`config.mk`:
```
export PLATFORM = sky130hd
export DESIGN_NAME = flow_rate_estimator_with_smoothing_top
export DESIGN_NICKNAME = d
export VERILOG_FILES = /design/src/rtl/core/fre_pkg.sv /design/src/rtl/core/flow_rate_estimator_with_smoothing_top.sv /design/src/rtl/core/fre_div.sv
export SDC_FILE = /design/constraint.sdc
export NUM_CORES = 1
export LEC_CHECK = 0
export BUFFER_PORTS_ARGS = -buffer_cell sky130_fd_sc_hd__buf_2
export CAP_MARGIN = 20
export CORE_ASPECT_RATIO = 0.75
export CORE_MARGIN = 10
export CORE_UTILIZATION = 35
export CTS_CLUSTER_DIAMETER = 100
export DETAILED_ROUTE_END_ITERATION = 12
export GPL_TIMING_DRIVEN = 0
export PLACE_DENSITY = 0.46
export SLEW_MARGIN = 20
export SYNTH_ARGS = -nofsm -noshare
export SYNTH_HDL_FRONTEND = slang
export SYNTH_HIERARCHICAL = 1
export SYNTH_SLANG_ARGS = --single-unit
```
`constraint.sdc`:
```
create_clock -name clk -period 9.4 [get_ports clk]
set_clock_uncertainty 0.15 [all_clocks]
set_input_delay 1.88 -clock clk [delete_from_list [all_inputs] [get_ports clk]]
set_output_delay 1.88 -clock clk [all_outputs]
set_load 0.1 [all_outputs]
```
`src/rtl/core/fre_pkg.sv`:
```
// Shared constants, command codes and handshake types for the flow rate estimator.
// Used by fre_div and by the top level; depends on nothing else.
`default_nettype none

package fre_pkg;

	// Field and register widths.
	localparam int RATE_W   = 32;
	localparam int COEF_W   = 16;
	localparam int TENTHS_W = 16;

	// Bit-serial divider: a 48-bit dividend (weight gain shifted by 16) gives one
	// quotient bit per step.
	localparam int DIV_STEPS = 48;
	localparam int DIV_CNT_W = $clog2(DIV_STEPS);

	// Bit-serial blend: one bit of the 17-bit coefficient pair per step.
	localparam int MUL_STEPS = COEF_W + 1;
	localparam int MUL_CNT_W = $clog2(MUL_STEPS);
	localparam int ACC_W     = RATE_W + COEF_W;

	localparam logic [COEF_W-1:0]   COEF_RESET = 16'h8000;
	localparam logic [COEF_W:0]     COEF_ONE   = 17'h10000;
	localparam logic [RATE_W-1:0]   RATE_MAX   = 32'hFFFF_FFFF;
	localparam logic [TENTHS_W-1:0] TENTHS_MAX = 16'hFFFF;
	localparam logic [ACC_W-1:0]    ACC_ROUND  = 48'h0000_0000_8000;

	// Input command codes.
	localparam logic CMD_READING = 1'b0;
	localparam logic CMD_TARE    = 1'b1;

	// Divider status toward the sequencer.
	typedef struct packed {
		logic busy;
		logic done;
	} div_status_t;

endpackage

`default_nettype wire

```
`src/rtl/core/flow_rate_estimator_with_smoothing_top.sv`:
```
// Top level of the flow rate estimator: input sequencer, bit-serial blend and output register.
// Depends on fre_pkg and fre_div.
//
// Usage: an input transfer carries a command, a signed weight in milligrams and a
// millisecond tick. A reading yields a raw rate (gain * 65536 / elapsed ticks), blended
// with the stored smoothed rate by the smoothing coefficient, rounded to tenths of a
// gram per second. A result transfer happens only when that value differs from the
// last value sent. A tare clears the stored weight and sends nothing.
// Timing: a tare leaves in_ready high and the block idle. A reading whose weight fell, or
// whose time step is zero, skips the divider (raw rate zero or all ones) and runs only the
// 17-step blend; any other reading runs the 48-step bit-serial divider, then the blend.
// The result is registered and shows on the cycle in_ready returns.
// Stalls: the output register holds a result until out_ready; a new reading is taken
// meanwhile, and only if that reading produces a new value while the old one is still
// waiting does the block hold in_ready low until the receiver takes it.
// Reset clears the estimator state and sets the coefficient to one half. The user must write
// the coefficient via cfg_wr_en / cfg_wr_data only while idle; the block does not enforce it.
`default_nettype none

module flow_rate_estimator_with_smoothing_top (
	input  wire logic                            clk,
	input  wire logic                            arst_n,
	input  wire logic                            cfg_wr_en,
	input  wire logic [fre_pkg::COEF_W-1:0]      cfg_wr_data,
	input  wire logic                            in_valid,
	output logic                                 in_ready,
	input  wire logic                            command,
	input  wire logic [31:0]                     weight_mg,
	input  wire logic [31:0]                     tick_ms,
	output logic                                 out_valid,
	input  wire logic                            out_ready,
	output logic      [fre_pkg::TENTHS_W-1:0]    rate_tenths
);

	typedef enum logic [2:0] {
		ST_IDLE,
		ST_START,
		ST_DIV,
		ST_MUL,
		ST_SM,
		ST_EMIT
	} state_t;

	state_t                            state_q;
	logic [fre_pkg::COEF_W-1:0]        coef_q;
	logic [fre_pkg::RATE_W-1:0]        prev_weight_q;
	logic [fre_pkg::RATE_W-1:0]        prev_tick_q;
	logic [fre_pkg::RATE_W-1:0]        smoothed_q;
	logic [fre_pkg::TENTHS_W-1:0]      last_q;
	logic [fre_pkg::TENTHS_W-1:0]      rate_q;
	logic                              out_valid_q;
	logic [fre_pkg::MUL_CNT_W-1:0]     mul_cnt_q;

	logic [fre_pkg::RATE_W-1:0]        dw_q;
	logic [fre_pkg::RATE_W-1:0]        dt_q;
	logic                              fall_q;
	logic [fre_pkg::RATE_W-1:0]        raw_q;
	logic [fre_pkg::RATE_W-1:0]        mprev_q;
	logic [fre_pkg::COEF_W:0]          ca_q;
	logic [fre_pkg::COEF_W:0]          cb_q;
	logic [fre_pkg::ACC_W-1:0]         acc_q;

	logic                              div_start;
	fre_pkg::div_status_t              div_status;
	logic [fre_pkg::RATE_W-1:0]        div_quotient;
	logic [fre_pkg::ACC_W-1:0]         sm_sum;
	logic [fre_pkg::RATE_W+4:0]        ten_sum;
	logic [fre_pkg::TENTHS_W-1:0]      tenths_w;
	logic                              bypass_div;

	// Raw rate division.
	assign bypass_div = fall_q || (dt_q == '0);
	assign div_start  = (state_q == ST_START) && !bypass_div;

	fre_div u_div (
		.clk      (clk),
		.arst_n   (arst_n),
		.start    (div_start),
		.dividend (dw_q),
		.divisor  (dt_q),
		.status   (div_status),
		.quotient (div_quotient)
	);

	// Rounding of the blend and conversion to tenths (times 10 as two shifts).
	assign sm_sum   = acc_q + fre_pkg::ACC_ROUND;
	assign ten_sum  = {2'b00, smoothed_q, 3'b000} + {4'b0000, smoothed_q, 1'b0}
		+ (fre_pkg::RATE_W + 5)'(32768);
	assign tenths_w = (|ten_sum[fre_pkg::RATE_W+4:fre_pkg::RATE_W]) ? fre_pkg::TENTHS_MAX
		: ten_sum[fre_pkg::RATE_W-1:fre_pkg::TENTHS_W];

	// Coefficient register.
	always_ff @(posedge clk or negedge arst_n) begin
		if (!arst_n) begin
			coef_q <= fre_pkg::COEF_RESET;
		end else if (cfg_wr_en) begin
			coef_q <= cfg_wr_data;
		end
	end

	// Sequencer, stored estimator state and output register.
	always_ff @(posedge clk or negedge arst_n) begin
		if (!arst_n) begin
			state_q       <= ST_IDLE;
			prev_weight_q <= '0;
			prev_tick_q   <= '0;
			smoothed_q    <= '0;
			last_q        <= '0;
			rate_q        <= '0;
			out_valid_q   <= 1'b0;
			mul_cnt_q     <= '0;
		end else begin
			if (out_valid_q && out_ready) begin
				out_valid_q <= 1'b0;
			end
			unique case (state_q)
				ST_IDLE: begin
					if (in_valid) begin
						if (command == fre_pkg::CMD_TARE) begin
							prev_weight_q <= '0;
						end else begin
							prev_weight_q <= weight_mg;
							prev_tick_q   <= tick_ms;
							state_q       <= ST_START;
						end
					end
				end
				ST_START: begin
					mul_cnt_q <= '0;
					state_q   <= bypass_div ? ST_MUL : ST_DIV;
				end
				ST_DIV: begin
					if (div_status.done) begin
						mul_cnt_q <= '0;
						state_q   <= ST_MUL;
					end
				end
				ST_MUL: begin
					mul_cnt_q <= mul_cnt_q + 1'b1;
					if (mul_cnt_q == fre_pkg::MUL_CNT_W'(fre_pkg::MUL_STEPS - 1)) begin
						state_q <= ST_SM;
					end
				end
				ST_SM: begin
					smoothed_q <= sm_sum[fre_pkg::ACC_W-1:fre_pkg::COEF_W];
					state_q    <= ST_EMIT;
				end
				ST_EMIT: begin
					if (tenths_w == last_q) begin
						state_q <= ST_IDLE;
					end else if (!out_valid_q || out_ready) begin
						rate_q      <= tenths_w;
						last_q      <= tenths_w;
						out_valid_q <= 1'b1;
						state_q     <= ST_IDLE;
					end
				end
				default: state_q <= ST_IDLE;
			endcase
		end
	end

	// Datapath: weight gain, time step, raw rate and the MSB-first blend accumulator.
	always_ff @(posedge clk) begin
		case (state_q)
			ST_IDLE: begin
				if (in_valid && (command == fre_pkg::CMD_READING)) begin
					dw_q   <= weight_mg - prev_weight_q;
					dt_q   <= tick_ms - prev_tick_q;
					fall_q <= $signed(weight_mg) < $signed(prev_weight_q);
				end
			end
			ST_START: begin
				acc_q   <= '0;
				ca_q    <= {1'b0, coef_q};
				cb_q    <= fre_pkg::COEF_ONE - {1'b0, coef_q};
				// A falling weight drops both the history and the raw rate.
				mprev_q <= fall_q ? '0 : smoothed_q;
				raw_q   <= fall_q ? '0 : fre_pkg::RATE_MAX;
			end
			ST_DIV: begin
				if (div_status.done) begin
					raw_q <= div_quotient;
				end
			end
			ST_MUL: begin
				acc_q <= {acc_q[fre_pkg::ACC_W-2:0], 1'b0}
					+ {{fre_pkg::COEF_W{1'b0}}, (ca_q[fre_pkg::COEF_W] ? mprev_q : '0)}
					+ {{fre_pkg::COEF_W{1'b0}}, (cb_q[fre_pkg::COEF_W] ? raw_q : '0)};
				ca_q  <= {ca_q[fre_pkg::COEF_W-1:0], 1'b0};
				cb_q  <= {cb_q[fre_pkg::COEF_W-1:0], 1'b0};
			end
			default: begin
			end
		endcase
	end

	assign in_ready    = (state_q == ST_IDLE);
	assign out_valid   = out_valid_q;
	assign rate_tenths = rate_q;

	// A result only appears from the emit step.
	a_valid_from_emit: assert property (@(posedge clk) disable iff (!arst_n)
		$rose(out_valid_q) |-> $past(state_q == ST_EMIT))
		else $error("result raised outside the emit step");

	// The value on offer is always the last value reported.
	a_offer_matches_last: assert property (@(posedge clk) disable iff (!arst_n)
		out_valid_q |-> (rate_q == last_q))
		else $error("offered result differs from last reported value");

	// The blend step counter stays within its run.
	a_mul_count: assert property (@(posedge clk) disable iff (!arst_n)
		(state_q == ST_MUL) |-> (mul_cnt_q < fre_pkg::MUL_CNT_W'(fre_pkg::MUL_STEPS)))
		else $error("blend step counter out of range");

	// The divider is only waited on after it was started.
	a_div_wait: assert property (@(posedge clk) disable iff (!arst_n)
		(state_q == ST_DIV) |-> (div_status.busy || div_status.done || $past(div_start)))
		else $error("waiting on an idle divider");

endmodule

`default_nettype wire

```
`src/rtl/core/fre_div.sv`:
```
// Restoring bit-serial divider: 32-bit weight gain times 65536 over a 32-bit time step.
// Quotient saturates to all ones when it does not fit in 32 bits. Uses fre_pkg.
`default_nettype none

module fre_div (
	input  wire logic                          clk,
	input  wire logic                          arst_n,
	input  wire logic                          start,
	input  wire logic [fre_pkg::RATE_W-1:0]    dividend,
	input  wire logic [fre_pkg::RATE_W-1:0]    divisor,
	output fre_pkg::div_status_t               status,
	output logic      [fre_pkg::RATE_W-1:0]    quotient
);

	typedef enum logic {
		DS_IDLE,
		DS_RUN
	} div_state_t;

	div_state_t                      state_q;
	logic [fre_pkg::DIV_CNT_W-1:0]   cnt_q;
	logic                            done_q;
	logic [fre_pkg::RATE_W-1:0]      num_q;
	logic [fre_pkg::RATE_W-1:0]      den_q;
	logic [fre_pkg::RATE_W-1:0]      rem_q;
	logic [fre_pkg::RATE_W-1:0]      quo_q;
	logic                            ovf_q;
	logic [fre_pkg::RATE_W:0]        rem_sh;
	logic                            rem_ge;
	logic [fre_pkg::RATE_W:0]        rem_nxt;

	// One trial subtraction per cycle on the shifted partial remainder.
	assign rem_sh  = {rem_q, num_q[fre_pkg::RATE_W-1]};
	assign rem_ge  = rem_sh >= {1'b0, den_q};
	assign rem_nxt = rem_ge ? (rem_sh - {1'b0, den_q}) : rem_sh;

	// Sequencer and done pulse.
	always_ff @(posedge clk or negedge arst_n) begin
		if (!arst_n) begin
			state_q <= DS_IDLE;
			cnt_q   <= '0;
			done_q  <= 1'b0;
		end else begin
			done_q <= 1'b0;
			unique case (state_q)
				DS_IDLE: begin
					if (start) begin
						cnt_q   <= '0;
						state_q <= DS_RUN;
					end
				end
				DS_RUN: begin
					cnt_q <= cnt_q + 1'b1;
					if (cnt_q == fre_pkg::DIV_CNT_W'(fre_pkg::DIV_STEPS - 1)) begin
						state_q <= DS_IDLE;
						done_q  <= 1'b1;
					end
				end
				default: state_q <= DS_IDLE;
			endcase
		end
	end

	// Datapath: dividend bits enter from the top, zeros follow for the fraction bits.
	always_ff @(posedge clk) begin
		if (state_q == DS_IDLE) begin
			if (start) begin
				num_q <= dividend;
				den_q <= divisor;
				rem_q <= '0;
				quo_q <= '0;
				ovf_q <= 1'b0;
			end
		end else begin
			num_q <= {num_q[fre_pkg::RATE_W-2:0], 1'b0};
			rem_q <= rem_nxt[fre_pkg::RATE_W-1:0];
			quo_q <= {quo_q[fre_pkg::RATE_W-2:0], rem_ge};
			// A set bit pushed out of the top means the quotient overflows.
			ovf_q <= ovf_q | quo_q[fre_pkg::RATE_W-1];
		end
	end

	assign status.busy = (state_q == DS_RUN);
	assign status.done = done_q;
	assign quotient    = ovf_q ? fre_pkg::RATE_MAX : quo_q;

	// The done pulse closes a run of steps.
	a_done_after_run: assert property (@(posedge clk) disable iff (!arst_n)
		done_q |-> $past(state_q == DS_RUN))
		else $error("divider done without a preceding run");

	// The sequencer never starts a division by zero.
	a_divisor_nonzero: assert property (@(posedge clk) disable iff (!arst_n)
		start |-> (divisor != '0))
		else $error("divider started with a zero divisor");

	// A start is only issued while the divider is free.
	a_start_idle: assert property (@(posedge clk) disable iff (!arst_n)
		start |-> (state_q == DS_IDLE))
		else $error("divider started while busy");

endmodule

`default_nettype wire

```
==> results by group <==
Floorplan
  – Die width: 352 um
  – Die area: 94700 sq um
  – Die height: 269 um
  – # IOs: 104
  – Initial core utilization: 35.2%
  – Core area: 82100 sq um
  – # rows: 91

Detailed routing
  – Via Count: 20900
  – DR pass1 iterations: 6
  – Routed vias/inst: 5.07
  – Final wirelength: 74400 um
  – DRC viols: 0
  – Drt wl/cell: 18.0 um
  – Post-route ant nets: 0
  – Iteration-0 DRC Markers: 1427

Timing
  – Relative slew margins: 33.0%
  – Pins Over Slew Limit: 0
  – Fin crit share: 60.9%
  – RSZ-0062 raised after global routing: no
  – F_max: 0.175 GHz
  – Worst-Margin Slew: 0.980 ns
  – Tmin final: 5.72 ns
  – Setup TNS: 0 ns
  – Final Worst Setup Slack: 3.68 ns
  – Final hold vios: 0
  – Setup violators final: 0

Critical path
  – Reg-to-Reg Start: ca_q[16]$_SDFFCE_PN0P_
  – Required @ worst endpoint: 9.58 ns
  – Crit path capture type: flop
  – Worst R2R End: acc_q[46]$_SDFFCE_PN0P_
  – Cells on worst reg2reg path: 15
  – Worst-path fanout max: 10
  – Kind of critical path: reg2reg
  – Worst setup SP type: flop
  – Crit path DAT: 5.90 ns
  – Reg2Reg Setup Slack: 3.68 ns

Worst hold path
  – Worst hold path type: reg2reg
  – Worst hold path startpoint: dt_q[3]$_DFFE_PP_
  – Hold path cells: 0
  – Worst Hold Path EP: u_div/den_q[3]$_DFFE_PP_

Clock network
  – Postcts setup bufs: 0
  – CTS tree: yes
  – CTS sink count: 484
  – Worst-skew pair later-pin latency: 0.61 ns
  – CTS Buf Count: 54
  – CTS Hold Bufs: 0
  – Root buf cell: clkbuf_16
  – Clock Pin Slew Worst Setup and Hold Paths: 0.06 ns
  – CTS max path bufs: 3
  – Post-CTS sizing: 0
  – H-tree lvl count: 2

Layout
  – Area grow syn2layout: 13.6%
  – Max reg flops: 48
  – Final core occ: 40.1%
  – NumNets Final: 3279
  – Area of the multi-input gates: 14100 sq um
  – Design area: 32900 sq um
  – Register area: 13800 sq um
  – Share of cells above drive strength 1: 11.6%
  – ANT cells: 0
  – Top reg by flops: acc_q
  – Fill cell count: 8092

Global routing
  – Vias in the first global route: 20800
  – Antenna violations before repair: 2
  – Met1 Usage GRT: 23.4%
  – Met2 usage: 22.6%
  – Grt ovf: 0
  – Largest net degree at the start of global routing: 86
  – First-pass GRT wire length: 118000 um
  – Grt met3 use: 2.70%
  – Tot GR Track Use: 15.5%
  – Most Crowded Layer GR: met1

Power and ir drop
  – LEAKAGE: 13.2 nW
  – VDD IR max: 0.197 mV
  – Power Dens Cells: 412 nW/um^2

Outcome
  – Status: completed

Placed design
  – Final HPWL DP: 56800 um
  – GPL Wtd Cong: 0.846
  – Place WS: 3.64 ns
  – Port-buffer cells: 102
  – Dpl cell area: 31100 sq um

Synthesis
  – Avg Inst Size Synth: 10.3 sq um
  – Syn nets: 3109
  – Syn Inst Count: 2797
  – Synthesized cell area: 28900 sq um
  – Ys Warns: 6

Job
  – Maximum capacitance violations: 0
-- power breakdown --
group	switching, W	total, W	internal [W]
combinational	0.00445	0.00742	0.00297
sequential	0.000505	0.00398	0.00347
clock	0.000900	0.00213	0.00123
-- how the worst max path moves through the flow --
| stage | slack, ns | to | cells past startpoint | startpoint |
|---|---|---|---|---|
| after floorplan | 3.35 | dt_q[0]$_DFFE_PP_ | 6 | state_q[2]$_DFFE_PN0P_ |
| after global routing | 3.36 | acc_q[40]$_SDFFCE_PN0P_ | 15 | cb_q[16]$_DFFE_PP_ |
| after global placement | -0.59 | cb_q[13]$_DFFE_PP_ | 7 | state_q[0]$_DFFE_PN0P_ |
| after CTS | 3.73 | acc_q[40]$_SDFFCE_PN0P_ | 15 | ca_q[16]$_SDFFCE_PN0P_ |
| after detailed placement | 3.64 | fall_q$_DFFE_PP_ | 15 | weight_mg[0] |
| final | 3.68 | acc_q[46]$_SDFFCE_PN0P_ | 15 | ca_q[16]$_SDFFCE_PN0P_ |
-- layout make-up --
cell class / instances / area share [%]
Inverter: 156 / 1.80
Sequential cell: 484 / 42.0
Clock inverter: 23 / 0.647
Timing Repair Buffer: 114 / 2.31
Buffer: 107 / 1.35
Multi-Input combinational cell: 2050 / 43.0
Tap cell: 1116 / 4.25
Clock buffer: 77 / 4.71
-- placed cells by master, fill, tap and decap left out, drive strengths merged, types with 27 or more instances in the layout --
cell / n
nor2b: 53
buf: 128
fa: 35
or2: 51
mux2: 33
nand4: 35
a21oi: 183
clkbuf: 170
xnor2: 89
nand2: 266
xor2: 74
and2: 110
nand2b: 42
nor3: 60
a211oi: 27
and3: 28
nor2: 227
inv: 159
dfrtp: 144
ha: 191
nand3: 50
a31o: 37
edfxtp: 338
o21ai: 144
a22o: 34
a21o: 48
-- worst max-delay path, stage by stage (launching register included) --
cell,delay [ns]
edfxtp_1,0.51
clkbuf_1,0.30
and2_1,0.23
fa_1,0.43
ha_1,0.37
a211oi_1,0.33
o21bai_1,0.20
a2111oi_0,0.80
nor3_1,0.23
o31ai_1,0.73
o211a_1,0.31
or3_1,0.19
a311oi_1,0.25
nand4_1,0.20
xor2_1,0.15
nor2_1,0.05
-- per-layer routing --
layer,vias up,routed length [um]
li1,10400,-
met1,10100,39300
met2,352,30500
met3,79,3330
met4,2,1270
met5,-,11
-- stage by stage --
| stage | cells | power [W] | hold WS (ns) |
|---|---|---|---|
| floorplan | 2797 | 0.00942 | 0.277 |
| global placement | 4015 | 0.0113 | 0.289 |
| detailed placement | 4027 | 0.0114 | 0.288 |
| CTS | 4127 | 0.0136 | 0.303 |
| global route | 4127 | 0.0147 | 0.309 |
| finish | 4127 | 0.0135 | 0.298 |
Power figures use the tool's default switching activity.
